<file path="src/rtl/ciau_pkg.sv">
// Package for the checked 64-bit integer ALU: opcodes, status codes,
// controller/datapath command and status types.
// No dependencies.
package ciau_pkg;

  typedef enum logic [3:0] {
    OP_POS   = 4'd0,
    OP_NEG   = 4'd1,
    OP_INV   = 4'd2,
    OP_ADD   = 4'd3,
    OP_SUB   = 4'd4,
    OP_MUL   = 4'd5,
    OP_FDIV  = 4'd6,
    OP_MOD   = 4'd7,
    OP_POW   = 4'd8,
    OP_AND   = 4'd9,
    OP_OR    = 4'd10,
    OP_XOR   = 4'd11,
    OP_SHL   = 4'd12,
    OP_SHR   = 4'd13
  } op_t;

  localparam logic [2:0] ST_OK       = 3'd0;
  localparam logic [2:0] ST_OVF      = 3'd1;
  localparam logic [2:0] ST_DIV0     = 3'd2;
  localparam logic [2:0] ST_NEGSHIFT = 3'd3;
  localparam logic [2:0] ST_NEGEXP   = 3'd4;

  localparam logic [63:0] SIGN_BIT = 64'h8000_0000_0000_0000;
  localparam int          SHIFT_LIMIT = 63;

  typedef enum logic [2:0] {
    DP_NOP,
    DP_LOAD,
    DP_MUL_START,
    DP_MUL_STEP,
    DP_DIV_START,
    DP_DIV_STEP,
    DP_ACC_LOAD,
    DP_BASE_LOAD
  } dp_op_t;

  typedef enum logic [1:0] {
    MS_AB,
    MS_SHL,
    MS_ACC,
    MS_SQ
  } mul_src_t;

  typedef enum logic [2:0] {
    FIN_QUICK,
    FIN_MUL,
    FIN_DIV,
    FIN_POW,
    FIN_OVF
  } fin_src_t;

  typedef struct packed {
    dp_op_t   op;
    logic     e_shift;
    logic     fin;
    mul_src_t msrc;
    fin_src_t fsrc;
  } dp_cmd_t;

  typedef struct packed {
    op_t  op;
    logic mul_last;
    logic div_last;
    logic mul_ok;
    logic e_zero;
    logic e_lsb;
    logic b_neg;
    logic b_zero;
    logic b_ge63;
    logic div_ovf;
  } dp_stat_t;

  typedef enum logic [3:0] {
    S_IDLE,
    S_DISPATCH,
    S_MUL,
    S_MUL_END,
    S_DIV,
    S_POW_CHECK,
    S_POW_SHIFT,
    S_POW_AFTER,
    S_FIN
  } state_t;

  function automatic logic [63:0] mag(input logic [63:0] v);
    return v[63] ? (64'd0 - v) : v;
  endfunction

endpackage

</file>
<file path="src/rtl/ciau_ctrl.sv">
// Controller of the checked ALU: sequences multiply, divide and power
// steps and owns the input and output handshakes.
// Depends on ciau_pkg.
module ciau_ctrl (
  input  logic               clk,
  input  logic               rst,
  input  logic               in_valid,
  output logic               in_stall,
  output logic               out_valid,
  input  logic               out_stall,
  input  ciau_pkg::dp_stat_t stat,
  output ciau_pkg::dp_cmd_t  cmd
);
  import ciau_pkg::*;

  state_t   state, state_next;
  fin_src_t fin_src, fin_src_next;
  logic     pow_sq, pow_sq_next;
  logic     out_free;

  assign out_free = !out_valid || !out_stall;
  assign in_stall = (state != S_IDLE);

  // state register
  always_ff @(posedge clk) begin
    if (rst) begin
      state     <= S_IDLE;
      fin_src   <= FIN_QUICK;
      pow_sq    <= 1'b0;
      out_valid <= 1'b0;
    end else begin
      state   <= state_next;
      fin_src <= fin_src_next;
      pow_sq  <= pow_sq_next;
      if (cmd.fin)        out_valid <= 1'b1;
      else if (!out_stall) out_valid <= 1'b0;
    end
  end

  // next state and commands
  always_comb begin
    state_next   = state;
    fin_src_next = fin_src;
    pow_sq_next  = pow_sq;
    cmd.op       = DP_NOP;
    cmd.e_shift  = 1'b0;
    cmd.fin      = 1'b0;
    cmd.msrc     = MS_AB;
    cmd.fsrc     = fin_src;
    case (state)
      S_IDLE: begin
        if (in_valid) begin
          cmd.op     = DP_LOAD;
          state_next = S_DISPATCH;
        end
      end
      S_DISPATCH: begin
        fin_src_next = FIN_QUICK;
        state_next   = S_FIN;
        case (stat.op)
          OP_MUL: begin
            cmd.op = DP_MUL_START; cmd.msrc = MS_AB; state_next = S_MUL;
          end
          OP_SHL: begin
            if (!stat.b_neg && !stat.b_ge63) begin
              cmd.op = DP_MUL_START; cmd.msrc = MS_SHL; state_next = S_MUL;
            end
          end
          OP_FDIV, OP_MOD: begin
            if (!stat.b_zero && !stat.div_ovf) begin
              cmd.op = DP_DIV_START; state_next = S_DIV;
            end
          end
          OP_POW: begin
            if (!stat.b_neg) state_next = S_POW_CHECK;
          end
          default: state_next = S_FIN;
        endcase
      end
      S_MUL: begin
        cmd.op = DP_MUL_STEP;
        if (stat.mul_last) state_next = S_MUL_END;
      end
      S_MUL_END: begin
        if (stat.op != OP_POW) begin
          fin_src_next = FIN_MUL; state_next = S_FIN;
        end else if (!stat.mul_ok) begin
          fin_src_next = FIN_OVF; state_next = S_FIN;
        end else if (pow_sq) begin
          cmd.op = DP_BASE_LOAD; state_next = S_POW_CHECK;
        end else begin
          cmd.op = DP_ACC_LOAD; state_next = S_POW_SHIFT;
        end
      end
      S_DIV: begin
        cmd.op = DP_DIV_STEP;
        if (stat.div_last) begin
          fin_src_next = FIN_DIV; state_next = S_FIN;
        end
      end
      S_POW_CHECK: begin
        if (stat.e_zero) begin
          fin_src_next = FIN_POW; state_next = S_FIN;
        end else if (stat.e_lsb) begin
          cmd.op = DP_MUL_START; cmd.msrc = MS_ACC;
          pow_sq_next = 1'b0; state_next = S_MUL;
        end else begin
          state_next = S_POW_SHIFT;
        end
      end
      S_POW_SHIFT: begin
        cmd.e_shift = 1'b1;
        state_next  = S_POW_AFTER;
      end
      S_POW_AFTER: begin
        if (stat.e_zero) begin
          fin_src_next = FIN_POW; state_next = S_FIN;
        end else begin
          cmd.op = DP_MUL_START; cmd.msrc = MS_SQ;
          pow_sq_next = 1'b1; state_next = S_MUL;
        end
      end
      S_FIN: begin
        if (out_free) begin
          cmd.fin    = 1'b1;
          state_next = S_IDLE;
        end
      end
      default: state_next = S_IDLE;
    endcase
  end

endmodule

</file>
<file path="config.mk">
export PLATFORM = sky130hd
export DESIGN_NAME = ciau_ctrl
export DESIGN_NICKNAME = d
export VERILOG_FILES = /design/src/rtl/ciau_pkg.sv /design/src/rtl/ciau_ctrl.sv
export SDC_FILE = /design/constraint.sdc
export NUM_CORES = 1
export LEC_CHECK = 0
export ABC_AREA = 1
export BUFFER_PORTS_ARGS = -buffer_cell sky130_fd_sc_hd__buf_4
export CAP_MARGIN = 20
export CELL_PAD_IN_SITES_DETAIL_PLACEMENT = 1
export CELL_PAD_IN_SITES_GLOBAL_PLACEMENT = 1
export CORE_MARGIN = 3
export CORE_UTILIZATION = 28
export CTS_CLUSTER_SIZE = 30
export DETAILED_ROUTE_END_ITERATION = 6
export GPL_ROUTABILITY_DRIVEN = 0
export PLACE_DENSITY_LB_ADDON = 0.1
export SLEW_MARGIN = 20
export SYNTH_ARGS = -nofsm -noshare
export SYNTH_HDL_FRONTEND = slang
export SYNTH_SLANG_ARGS = --single-unit
</file>
<file path="constraint.sdc">
create_clock -name clk -period 1.3 [get_ports clk]
set_input_delay 0.26 -clock clk [delete_from_list [all_inputs] [get_ports clk]]
set_output_delay 0.26 -clock clk [all_outputs]
set_load 0.005 [all_outputs]
</file>
# --- Yosys cells after proc, flatten, opt, wreduce, memory -nomap -nowiden ---
# Index checks and enable logic that the tools add are counted.
# Widths: inputs -> output; s select.
classes:
  n_mul: 0
  bitwise: 0
  shifts: 0
  muxes: 46
  add_sub_neg: 0
  magnitude_cmp: 0
  div_mod_pow: 0
  n_reduce_logical: 18
  n_eq_ne: 24
op_table:
  columns: ["op", "n"]
  rows:
  - ["$mux 4", 11]
  - ["$pmux 4 s9", 1]
  - ["$eq 4x3->1 const B", 7]
  - ["$mux 3", 8]
  - ["$pmux 3 s7", 1]
  - ["$mux 2", 8]
  - ["$pmux 4 s4", 1]
  - ["$ne 2x2->1 const B", 7]
  - ["$eq 4x4->1 const B", 3]
  - ["$mux 1", 12]
  - ["$pmux 3 s4", 1]
  - ["$reduce_and 4->1", 3]
  - ["$pmux 3 s3", 1]
  - ["$eq 4x2->1 const B", 2]
  - ["$reduce_bool 4->1", 2]
  - ["$logic_not 1->1", 6]
  - ["$pmux 2 s3", 1]
  - ["$eq 4x1->1 const B", 1]
  - ["$logic_not 4->1", 1]
  - ["$ne 2x1->1 const B", 2]
  - ["$ne 4x4->1 const B", 1]
  - ["$reduce_or 2->1", 2]
  - ["$ne 3x3->1 const B", 1]
  - ["$logic_and 1x1->1", 2]
  - ["3 further kinds", 3]
totals:
  n_memories: 0
  ramBits: 0
  in_bits: 17
  latch_bits: 0
  elab_cells: 92
  ff_bits: 9
  mem_bits_ro: 0

# --- Longest topological paths before layout ---
logic_depth:
  word_depth: 5
  ltp_mapped: 10
  mapped_depth_nobuf: 10

# --- Least setup slack after synthesis ---
# Ideal clock, no wire load.
synth_timing:
  path_type: "reg2out"
  startpoint: "register state[0]"
  endpoint: "output port cmd[8] (netlist name)"
  stages_incl_launch_ff: 8
  required_time_ns: 1.040
  arrival_time_ns: 1.132
  path_slack_ns: -0.092
  n_path_buf: 0
  cell_sequence: "dfxtp_1 inv_2 or2_4 nor2_8 inv_4 a21oi_4 inv_2 nand4_1"
synth_rtl:
  columns: ["element", "line", "rtl"]
  rows:
  - ["start, declared", "ciau_ctrl.sv:16", "state_t state, state_next;"]
  - ["start signal, assigned", "ciau_ctrl.sv:32", "state <= state_next;"]
  - ["end, declared", "ciau_ctrl.sv:12", "output ciau_pkg::dp_cmd_t cmd"]

==> results.py <==
metrics = {
    "worst_setup_path": {
        "cp-end-kind": "primary output",
        "crit_path_max_fanout": 3,
        "critical_path_class": "reg -> out",
        "max_stage_delay_ns": 0.38,
        "startpoint_type": "flip-flop",
        "worst_ep_arrival_time_ns": 1.47,
        "slowest_stage": "dfxtp_4",
        "critPathMostFrequentCell": "inv_2",
        "cp.required_ns": 1.04,
        "crit_chain": "inv_2, or2_4, nor2_8, inv_4, a21oi_4, inv_2, nand4_1, buf_4",
    },
    "route": {
        "vias": 1066,
        "drt-initial-drc-count": 23,
        "firstDrtPassIters": 4,
        "finalWirelength_um": 3290,
        "drt.antenna.violating_nets": 0,
        "wl_per_cell_um": 14.6,
        "viasPerCell": 4.74,
        "drc_errors": 0,
    },
    "synthesis": {
        "avgSynthCellArea_sq_um": 6.09,
        "synth_warnings": 0,
        "async_flop_share_pct": 0,
        "synth_top_family_by_area": "simple AND/OR/NAND/NOR gates",
        "netlist_instances": 127,
        "synthesis.area_sq_um": 773,
        "ys_ff_latch": 9,
        "synthAdderAreaFrac_pct": 0,
        "synth_edf_count": 0,
        "synthXorXnorAreaFrac_pct": 0,
        "synth_ff_type": "dfxtp_1",
        "synth_cell_types": 27,
        "synth_compound_area_share_pct": 14.6,
        "synth-simple-area-share_pct": 50.2,
        "synth_nets": 144,
        "ys_seq_area_share_pct": 23.3,
        "synthMuxAreaShare_pct": 0,
    },
    "timing": {
        "min_period_over_period_pct": 133,
        "fin_skew_ns": 0.00333,
        "tightest_slew_ns": 0.329,
        "fmaxAchievable_ghz": 0.578,
        "max_slew_margin_pct": 78.1,
        "setup_ws_ns": -0.432,
        "tns_ns": -4.30,
        "hold_violations": 0,
        "setup_violations": 16,
        "period_needed_ns": 1.73,
        "rsz0062_at_grt": "true",
        "finalMaxSlewViolations": 0,
        "holdWs_ns": 0.200,
    },
    "final_layout": {
        "syn_to_final_growth_pct": 87.1,
        "final_cell_mix": "buf_4, nand2_1, nor2_1, inv_1, inv_2",
        "fillers": 350,
        "nNetsFinal": 213,
        "fin_util_pct": 56.8,
        "diodes": 0,
        "final_area_sq_um": 1450,
        "final_common_cell": "buf_4",
        "layout-drive-gt1-share_pct": 56.4,
        "stdcell_count": 225,
    },
    "floorplan": {
        "fp.dieArea_sq_um": 3430,
        "boundaryPins": 29,
        "die_w_um": 58.6,
        "num_rows": 18,
        "start_util_pct": 30.4,
        "core_area_sq_um": 2540,
        "die_h_um": 58.6,
    },
    "global_routing": {
        "antenna_found_initial": 0,
        "grt_pass1_wl_um": 4940,
        "grt_pass1_vias": 1056,
        "gr-usage-all-layers_pct": 19.1,
        "overflow": 0,
        "grt_max_degree": 7,
    },
    "power": {
        "ir_drop_mv": 0.698,
        "p_per_area_nw_per_um2": 663,
        "cellLeakagePower_nw": 0.757,
    },
    "cts": {
        "clock_path_buffers": 2,
        "clockRootBuffer": "clkbuf_4",
        "clkSinkCount": 9,
        "holdBufCountCts": 0,
        "cts_tree": "done",
        "htreeDepth": 1,
        "clkSlewWorstSetupHoldPaths_ns": 0.06,
        "clk_latency_ns": 0.26,
        "numCtsBuffers": 3,
    },
    "job": {
        "maxCapViolations": 0,
    },
    "placement": {
        "dp_cells": 209,
        "placed_area_sq_um": 1220,
        "port-buffer-count": 28,
        "detailed_place_hpwl_um": 2310,
    },
    "run_status": {
        "status": "finished with violations",
        "violations": "negative setup slack",
    },
    "worst_hold_path": {
        "hold_class": "in -> reg",
    },
}
[flip-flops by register name, indices dropped and copies added (netlist names)]
signal     count
out_valid      1
pow_sq         1
state          4
fin_src        3
[cells by family after synthesis]
family,count (synthesis)
flip-flops,9
AO/OA/AOI/OAI,17
AND/OR/NAND/NOR,77
buffers and inverters,24
[synthesized netlist by cell type, types with 2 or more instances]
cell type | count | area [sq um]
inv_2 | 5 | 18.8
a21oi_1 | 3 | 15.0
nand4_1 | 4 | 25.0
nand3_1 | 9 | 45.0
o21ai_0 | 6 | 30.0
inv_1 | 17 | 63.8
nor2_2 | 4 | 25.0
nand2_1 | 31 | 116
dfxtp_1 | 9 | 180
or2_4 | 2 | 17.5
nor2_1 | 21 | 78.8
[metal layers]
layer | routed length [um] | vias to the layer above | global-route usage, %
li1 | - | 540 | -
met1 | 1420 | 496 | 24.1
met2 | 1690 | 30 | 33.7
met3 | 174 | 0 | 4.82
met4 | 0 | 0 | 1.99
met5 | 0 | - | 0
[final cells by class]
type / instances / area, sq um / share of cell area, %
inverter: 24 / 92.6 / 6.40
timing repair buffer: 64 / 512 / 35.4
clock buffer: 4 / 26.3 / 1.82
tap: 30 / 37.5 / 2.60
multi-input combinational: 94 / 588 / 40.7
sequential: 9 / 190 / 13.1
[power breakdown]
part | switching, W | internal (W) | leakage, nW
clock | 0.000106 | 0.000119 | 0.0150
sequential | 0.0000238 | 0.000302 | 0.0757
combinational | 0.000204 | 0.000204 | 0.666
[stage by stage]
| step | worst slack (ns) | power (W) |
|---|---|---|
| 2_1_floorplan | -0.0108 | 0.000483 |
| 3_3_place_gp | -0.193 | 0.000669 |
| 3_5_place_dp | -0.195 | 0.000678 |
| 4_1_cts | -0.448 | 0.000933 |
| 5_1_grt | -0.512 | 0.00103 |
| 6_report | -0.432 | 0.000959 |
[final timing paths]
check                                              from                       to  slack, ns  cells past startpoint
worst max-delay path              state[0]$_SDFFE_PP0P_                   cmd[8]      -0.43                      8
worst min register to register  fin_src[0]$_SDFFE_PP0P_  fin_src[0]$_SDFFE_PP0P_       0.51                      4
worst max register to register    state[2]$_SDFFE_PP0P_    state[1]$_SDFFE_PP0P_      -0.28                     12
worst min-delay path                                rst    state[3]$_SDFFE_PP0P_       0.20                      2
[what timing repair did]
item                       CTS  global route
resized for setup           25            12
buffers inserted             9             5
pin swaps                    9             8
setup endpoints to repair   16            16
[worst max-delay path, delay by kind of cell, from the launching register on]
kind	cells	cell delay, ns
DFF	1	0.38
buffers and inverters	4	0.27
and+or+nand+nor	3	0.44
AOI/OAI and AO/OA	1	0.12
No activity file was read; power rests on OpenSTA's default activity.
